[src/hdl/ptrc_pkg.sv]
// Shared types and constants of the pre-trade risk checker.
// Used by every module of the block; depends on nothing.
package ptrc_pkg;

  localparam int SYMBOLS     = 16;
  localparam int ORDER_SLOTS = 64;
  localparam int SYM_W   = $clog2(SYMBOLS);
  localparam int SLOT_W  = $clog2(ORDER_SLOTS);
  localparam int QDEPTH  = 2;
  localparam int QPTR_W  = $clog2(QDEPTH);

  localparam logic [2:0] ACT_CHECK  = 3'd0;
  localparam logic [2:0] ACT_UPDATE = 3'd1;
  localparam logic [2:0] ACT_FILL   = 3'd2;
  localparam logic [2:0] ACT_TICK   = 3'd3;
  localparam logic [2:0] ACT_DAY    = 3'd4;

  localparam logic [2:0] RC_NONE   = 3'd0;
  localparam logic [2:0] RC_VOLUME = 3'd1;
  localparam logic [2:0] RC_SIZE   = 3'd2;
  localparam logic [2:0] RC_TRADED = 3'd3;
  localparam logic [2:0] RC_FLOW   = 3'd4;
  localparam logic [2:0] RC_ACTIVE = 3'd5;
  localparam logic [2:0] RC_CANCEL = 3'd6;
  localparam logic [2:0] RC_SELF   = 3'd7;

  localparam logic [2:0] REG_ENABLE = 3'd0;
  localparam logic [2:0] REG_SIZE   = 3'd1;
  localparam logic [2:0] REG_TRADED = 3'd2;
  localparam logic [2:0] REG_FLOW   = 3'd3;
  localparam logic [2:0] REG_WINDOW = 3'd4;
  localparam logic [2:0] REG_ACTIVE = 3'd5;
  localparam logic [2:0] REG_CANCEL = 3'd6;
  localparam logic [2:0] REG_GUARD  = 3'd7;

  typedef struct packed {
    logic [2:0]        action;
    logic [SYM_W-1:0]  symbol;
    logic [SLOT_W-1:0] order_slot;
    logic              side;
    logic [31:0]       price;
    logic signed [31:0] volume;
    logic              order_live;
    logic              order_cancelled;
  } in_item_t;

  typedef struct packed {
    logic       accepted;
    logic [2:0] reject_code;
    logic       was_check;
  } out_item_t;

  typedef struct packed {
    logic        checks_enabled;
    logic [30:0] max_order_volume;
    logic [31:0] trade_volume_limit;
    logic [15:0] flow_limit;
    logic [15:0] flow_window_ticks;
    logic [6:0]  max_active_orders;
    logic [15:0] cancel_limit;
    logic        self_trade_guard;
  } cfg_t;

endpackage

[src/hdl/ptrc_back.sv]
// Back end: runs the rules, the slot scan and the state updates of one request.
// Depends on ptrc_pkg.
module ptrc_back (
  input  logic                clk,
  input  logic                rst_n,
  input  ptrc_pkg::cfg_t      cfg,
  input  logic                q_valid,
  input  ptrc_pkg::in_item_t  q_item,
  output logic                q_pop,
  output logic                out_valid,
  output ptrc_pkg::out_item_t out_item
);
  import ptrc_pkg::*;

  localparam logic [1:0] ST_IDLE = 2'd0;
  localparam logic [1:0] ST_SCAN = 2'd1;
  localparam logic [1:0] ST_DONE = 2'd2;

  logic [1:0]        st_r, st_nxt;
  in_item_t          cur_r;
  logic [SLOT_W-1:0] idx_r;
  logic              found_r;
  logic [31:0]       best_r;

  logic [ORDER_SLOTS-1:0] slot_valid_r;
  logic              slot_side_r  [ORDER_SLOTS];
  logic [SYM_W-1:0]  slot_sym_r   [ORDER_SLOTS];
  logic [31:0]       slot_price_r [ORDER_SLOTS];
  logic              rd_side_r;
  logic [SYM_W-1:0]  rd_sym_r;
  logic [31:0]       rd_price_r;
  logic [SLOT_W-1:0] rd_addr;
  logic [6:0]        active_r     [SYMBOLS];
  logic [15:0]       cancels_r    [SYMBOLS];
  logic [31:0]       traded_r;
  logic [15:0]       flow_count_r, flow_timer_r;

  logic [2:0]  pre_code;
  logic [32:0] sum;
  logic        hit;
  logic [15:0] tick_nxt;
  logic        self_rej;

  always_comb begin
    pre_code = RC_NONE;
    if (q_item.volume <= 0) pre_code = RC_VOLUME;
    else if ($unsigned(q_item.volume) > {1'b0, cfg.max_order_volume}) pre_code = RC_SIZE;
    else if (traded_r >= cfg.trade_volume_limit) pre_code = RC_TRADED;
    else if (flow_count_r >= cfg.flow_limit) pre_code = RC_FLOW;
    else if (active_r[q_item.symbol] >= cfg.max_active_orders) pre_code = RC_ACTIVE;
    else if (cancels_r[q_item.symbol] >= cfg.cancel_limit) pre_code = RC_CANCEL;
  end

  // The slot store has a registered read: the scan fetches one slot ahead of idx_r,
  // and an update fetches its slot while it is taken from the queue.
  assign rd_addr = (st_r == ST_SCAN) ? idx_r + 1'b1 :
                   (q_item.action == ACT_CHECK) ? '0 : q_item.order_slot;

  assign hit = slot_valid_r[idx_r] && rd_sym_r == cur_r.symbol &&
               rd_side_r != cur_r.side;
  assign self_rej = (best_r != '0) &&
                    (cur_r.side ? (cur_r.price <= best_r) : (cur_r.price >= best_r));
  assign sum = cur_r.volume[31] ? ({1'b0, traded_r} - {1'b0, -cur_r.volume})
                                : ({1'b0, traded_r} + {1'b0, cur_r.volume});
  assign tick_nxt = (flow_timer_r == 16'hFFFF) ? flow_timer_r : flow_timer_r + 16'd1;
  assign q_pop = (st_r == ST_IDLE) && q_valid;

  always_comb begin
    st_nxt = st_r;
    case (st_r)
      ST_IDLE: if (q_valid) begin
        if (q_item.action == ACT_CHECK && cfg.checks_enabled && pre_code == RC_NONE &&
            cfg.self_trade_guard) st_nxt = ST_SCAN;
        else st_nxt = ST_DONE;
      end
      ST_SCAN: if (idx_r == SLOT_W'(ORDER_SLOTS-1)) st_nxt = ST_DONE;
      ST_DONE: st_nxt = ST_IDLE;
      default: st_nxt = ST_IDLE;
    endcase
  end

  always_ff @(posedge clk) begin
    if (q_pop) cur_r <= q_item;
    if (st_r == ST_SCAN && hit) begin
      if (!found_r || (cur_r.side == 1'b0 ? rd_price_r < best_r
                                          : rd_price_r > best_r))
        best_r <= rd_price_r;
    end else if (q_pop) begin
      best_r <= '0;
    end
    rd_side_r  <= slot_side_r[rd_addr];
    rd_sym_r   <= slot_sym_r[rd_addr];
    rd_price_r <= slot_price_r[rd_addr];
    if (st_r == ST_DONE && cur_r.action == ACT_UPDATE && cur_r.order_live) begin
      slot_side_r[cur_r.order_slot]  <= cur_r.side;
      slot_sym_r[cur_r.order_slot]   <= cur_r.symbol;
      slot_price_r[cur_r.order_slot] <= cur_r.price;
    end
  end

  always_ff @(posedge clk) begin
    if (!rst_n) begin
      st_r         <= ST_IDLE;
      idx_r        <= '0;
      found_r      <= 1'b0;
      out_valid    <= 1'b0;
      out_item     <= '0;
      traded_r     <= '0;
      flow_count_r <= '0;
      flow_timer_r <= '0;
      slot_valid_r <= '0;
      for (int i = 0; i < SYMBOLS; i++) begin
        active_r[i]  <= '0;
        cancels_r[i] <= '0;
      end
    end else begin
      st_r      <= st_nxt;
      out_valid <= 1'b0;
      if (q_pop) begin
        idx_r   <= '0;
        found_r <= 1'b0;
        if (q_item.action == ACT_CHECK && cfg.checks_enabled && pre_code != RC_NONE)
          out_item <= '{accepted: 1'b0, reject_code: pre_code, was_check: 1'b1};
        else
          out_item <= '{accepted: 1'b1, reject_code: RC_NONE,
                        was_check: (q_item.action == ACT_CHECK)};
      end
      if (st_r == ST_SCAN) begin
        idx_r <= idx_r + 1'b1;
        if (hit) found_r <= 1'b1;
      end
      if (st_r == ST_DONE) begin
        out_valid <= 1'b1;
        case (cur_r.action)
          ACT_CHECK: begin
            if (cfg.checks_enabled && out_item.accepted) begin
              if (cfg.self_trade_guard && self_rej) begin
                out_item <= '{accepted: 1'b0, reject_code: RC_SELF, was_check: 1'b1};
              end else if (flow_count_r != 16'hFFFF) begin
                flow_count_r <= flow_count_r + 16'd1;
              end
            end
          end
          ACT_UPDATE: begin
            if (slot_valid_r[cur_r.order_slot]) begin
              if (!(cur_r.order_live && rd_sym_r == cur_r.symbol) &&
                  active_r[rd_sym_r] != 7'd0)
                active_r[rd_sym_r] <= active_r[rd_sym_r] - 7'd1;
            end
            slot_valid_r[cur_r.order_slot] <= cur_r.order_live;
            if (cur_r.order_live) begin
              if (slot_valid_r[cur_r.order_slot] && rd_sym_r == cur_r.symbol) begin
                if (active_r[cur_r.symbol] == 7'd0) active_r[cur_r.symbol] <= 7'd1;
              end else if (active_r[cur_r.symbol] != 7'd127) begin
                active_r[cur_r.symbol] <= active_r[cur_r.symbol] + 7'd1;
              end
            end
            if (cur_r.order_cancelled && cancels_r[cur_r.symbol] != 16'hFFFF)
              cancels_r[cur_r.symbol] <= cancels_r[cur_r.symbol] + 16'd1;
          end
          ACT_FILL: begin
            if (sum[32]) traded_r <= cur_r.volume[31] ? 32'd0 : 32'hFFFF_FFFF;
            else traded_r <= sum[31:0];
          end
          ACT_TICK: begin
            if (tick_nxt >= cfg.flow_window_ticks) begin
              flow_count_r <= '0;
              flow_timer_r <= '0;
            end else begin
              flow_timer_r <= tick_nxt;
            end
          end
          ACT_DAY: begin
            traded_r     <= '0;
            flow_count_r <= '0;
            flow_timer_r <= '0;
            slot_valid_r <= '0;
            for (int i = 0; i < SYMBOLS; i++) begin
              active_r[i]  <= '0;
              cancels_r[i] <= '0;
            end
          end
          default: ;
        endcase
      end
    end
  end
endmodule

[config.mk]
export PLATFORM = sky130hd
export DESIGN_NAME = ptrc_back
export DESIGN_NICKNAME = d
export VERILOG_FILES = /design/src/hdl/ptrc_pkg.sv /design/src/hdl/ptrc_back.sv
export SDC_FILE = /design/constraint.sdc
export NUM_CORES = 2
export LEC_CHECK = 0
export BUFFER_PORTS_ARGS = -buffer_cell sky130_fd_sc_hd__buf_2
export CORE_ASPECT_RATIO = 1.25
export CORE_MARGIN = 4
export CORE_UTILIZATION = 30
export DETAILED_ROUTE_END_ITERATION = 16
export PLACE_DENSITY = 0.41
export SLEW_MARGIN = 25
export SYNTH_ARGS = -nofsm -noshare
export SYNTH_HDL_FRONTEND = slang
export SYNTH_SLANG_ARGS = --single-unit
export TNS_END_PERCENT = 100
[constraint.sdc]
create_clock -name clk -period 6.8 [get_ports clk]
set_input_delay 1.36 -clock clk [delete_from_list [all_inputs] [get_ports clk]]
set_output_delay 1.36 -clock clk [all_outputs]
set_load 0.005 [all_outputs]
==> impl_results.md <==
- Synthesized netlist cell count: 10,600
- Initial DRC count: 8,338
- EDFF count, synth: 2,848
- Period minus WS final: 5.245 ns
- Clk root buf: clkbuf_16
- Share of synthesized area spent on multiplexers: 5.470%
- WL/cell: 27.93 um
- Synth area leaders: edfxtp_1 64%, nand2_1 7.3%, nand3_1 4.6%
- Nets: 11,250
- Core area: 442,700 sq um
- Period utilization: 77.13%
- Die width: 604.4 um
- Leading area contributor after synthesis: edfxtp_1
- Share of layout cells above drive strength 1: 13.71%
- Outcome: completed
- Compound-Gate Fraction of Synth Area: 6.477%
- Total CTS buffers: 330
- Mean instance size in the synthesized netlist: 12.59 sq um
- Placed cell count: 16,400
- Final global-route overflow total: 0
- Number of global-route vias before repair: 88,490
- Fmax: 0.1907 GHz
- Synth Net Count: 11,020
- Htree depth: 5
- RD Place Congestion: 0.8415
- Final Max Slew Viols: 0
- CTS clock-pin slew for the worst setup and hold paths: 0.06 ns
- Critical Path Sink Type: register
- First-pass GRT wire length: 672.1 mm
- Post-synth top flop: edfxtp_1
- Xor/xnor share of the synthesized area: 0.6783%
- Die Height: 753.5 um
- Post-CTS setup buffer count: 0
- Critical path class: reg -> reg
- Hold crit path type: reg -> reg
- Hold buffer count at CTS: 0
- DR vias: 90,160
- DP HPWL: 278.2 mm
- Final Hold Slack: 0.4632 ns
- Library cells used by synthesis: 90
- Setup Viol. Count Final: 0
- Synth Area in Adders: 2.107%
- Drt via density: 5.300
- Number of buffers added on ports: 209
- CP peak stage delay: 0.61 ns
- Fin. Hold Viols: 0
- WP data required: 7.59 ns
- Worst Path Arrival: 6.03 ns
- CP max FO: 32
- Worst slew pin tran: 1.188 ns
- Die area: 455,400 sq um
- CP max-delay cell: or4_1
- Slew headroom: 20.62%
- Peak supply drop: 0.1960 mV
- Worst clock skew: 0.07546 ns
- Post-synth ARST share: 0%
- Clock Path Buffers: 4
- Resized cells post-CTS: 0
- Layout area overhead: 16.01%
- # Max-Cap Violations: 0
- GRT Total Usage: 20.16%
- Power per cell area: 278.4 nW/um^2
- Leak pwr: 53.63 nW
- Yosys warnings: 0
- Worst-Skew Late Latency: 0.96 ns
- RSZ-0062 raised after global routing: false
- Largest family of logic cells by synthesized area: simple AND/OR/NAND/NOR gates
- CTS tree: done
- Initial antenna violation count: 16
- IO Pins: 210
- Final ANT Viol Nets: 0
- Seq/Total Area, Yosys: 66.89%
- Core Rows: 273
- Commonest cells in the netlist: 2,848 x edfxtp_1, 2,578 x nand2_1, 1,225 x nand3_1
- Final Power: 0.04307 W
- Simple-gate share of the synthesized area: 15.53%
- Post-Layout Cell Count: 17,010
- Most common cell in the netlist: edfxtp_1
- Synthesis-stage register bit count: 3,032
- DRT Wirelength: 475.2 mm
- Crit start category: register
- Cell breakdown of the critical path: or4_1, nor4_1, nand2b_1, or2_2, or3_1, inv_1, nand2_1, nor3_1, xor2_1, ha_1, a21o_1, a211oi_1, o21ai_0, a211oi_1, o31ai_1, o2111ai_2, buf_4, nand2b_1, o211ai_1
- DRC: 0
- Starting density of the core: 30.13%
- # clock sinks: 3,032
- TritonRoute pass-1 iters: 6
- CP delay by family, top: simple AND/OR/NAND/NOR gates
- Synth top area share: 64.12%
- TNS Setup: 0 ns
- Mapped cell area: 133,400 sq um
- CP bufs+invs: 2
- Largest net degree at the start of global routing: 121
==> registers in the layout, summed over array words and instances (netlist names), 16 cells and up, named ones only <==
| name | count |
|---|---|
| slot_price_r | 2048 |
| flow_timer_r | 16 |
| flow_count_r | 16 |
| traded_r | 32 |
| cancels_r | 256 |
| cur_r | 80 |
| active_r | 112 |
| slot_sym_r | 256 |
| slot_valid_r | 64 |
| best_r | 32 |
| slot_side_r | 64 |
| rd_price_r | 32 |
==> layer usage <==
metal / track usage, % / share of wire (%) / vias to the layer above
met5: 0 / 0.0023 / -
met1: 26.04 / 42 / 46730
met3: 2.381 / 4.8 / 636
li1: - / - / 40010
met4: 5.401 / 2.9 / 2
met2: 35.61 / 51 / 2778
==> metrics by stage <==
step / area, sq um / utilization, % / setup slack [ns]
after floorplan: 133400 / - / 1.515
after detailed placement: 143800 / 32.49 / 1.027
after CTS: 154700 / 34.94 / 1.443
final: 154700 / 34.95 / 1.555
after global routing: 154700 / 34.95 / 0.9535
after global placement: 143700 / 32.45 / 0.9155
==> cells in the final DEF (no fill, tap or decap), drive strengths merged, types with 45 or more instances in the layout <==
master and instances:
inv 199, and3 171, nand3 1236, ha 223, a311oi 345, a21oi 241, clkbuf 413, a21o 78
mux4 288, o21ai 113, mux2i 58, o22ai 131, edfxtp 2848, and2 45, a31oi 90, clkinv 139
nand4 56, xor2 51, xnor2 45, dfxtp 184, buf 622, a211oi 52, nor2 465, nand2 2579
==> worst register-to-register path: stages (launching register included) <==
cell,delay [ns]
edfxtp_1,0.42
or4_1,0.61
nor4_1,0.32
nand2b_1,0.12
or2_2,0.33
or3_1,0.40
inv_1,0.08
nand2_1,0.09
nor3_1,0.22
xor2_1,0.19
ha_1,0.34
a21o_1,0.21
a211oi_1,0.24
o21ai_0,0.13
a211oi_1,0.22
o31ai_1,0.21
o2111ai_2,0.24
buf_4,0.37
nand2b_1,0.24
o211ai_1,0.10
==> worst paths after layout <==
check         startpoint           end  slack [ns]  cells after the start
min          traded_r[0]   traded_r[0]        0.46                      2
min reg2reg  traded_r[0]   traded_r[0]        0.46                      2
max            cur_r[12]  traded_r[28]        1.55                     19
max reg2reg    cur_r[12]  traded_r[28]        1.55                     19
==> report_power, final <==
part | switching, W | leakage (nW) | internal, W
registers | 0.000220 | 27.7 | 0.0206
clock network | 0.00772 | 5.31 | 0.0106
logic | 0.00268 | 20.6 | 0.00127
total | 0.0106 | 53.6 | 0.0324
==> logic make-up (layout without fill, tap and decap cells) <==
group,Yosys count,count (layout)
AND/OR/NAND/NOR,4747,4747
flip-flops,3032,3032
AO/OA/AOI/OAI,1221,1221
buffers and inverters,919,1416
multiplexers,357,357
adder cells (fa/ha/maj),224,224
XOR/XNOR,96,96
other,0,8
==> area by class of cell <==
class / count / area, sq um
well taps: 5912 / 7397
fillers: 43190 / 288000
repair buffers: 622 / 5424
flip-flops and latches: 3032 / 89210
diodes: 8 / 20.02
clock buffers: 413 / 8894
clock inverters: 194 / 1951
multi-input cells: 6645 / 41110
inverters: 187 / 706.9
Note: power is estimated with default switching activity, not from simulation.
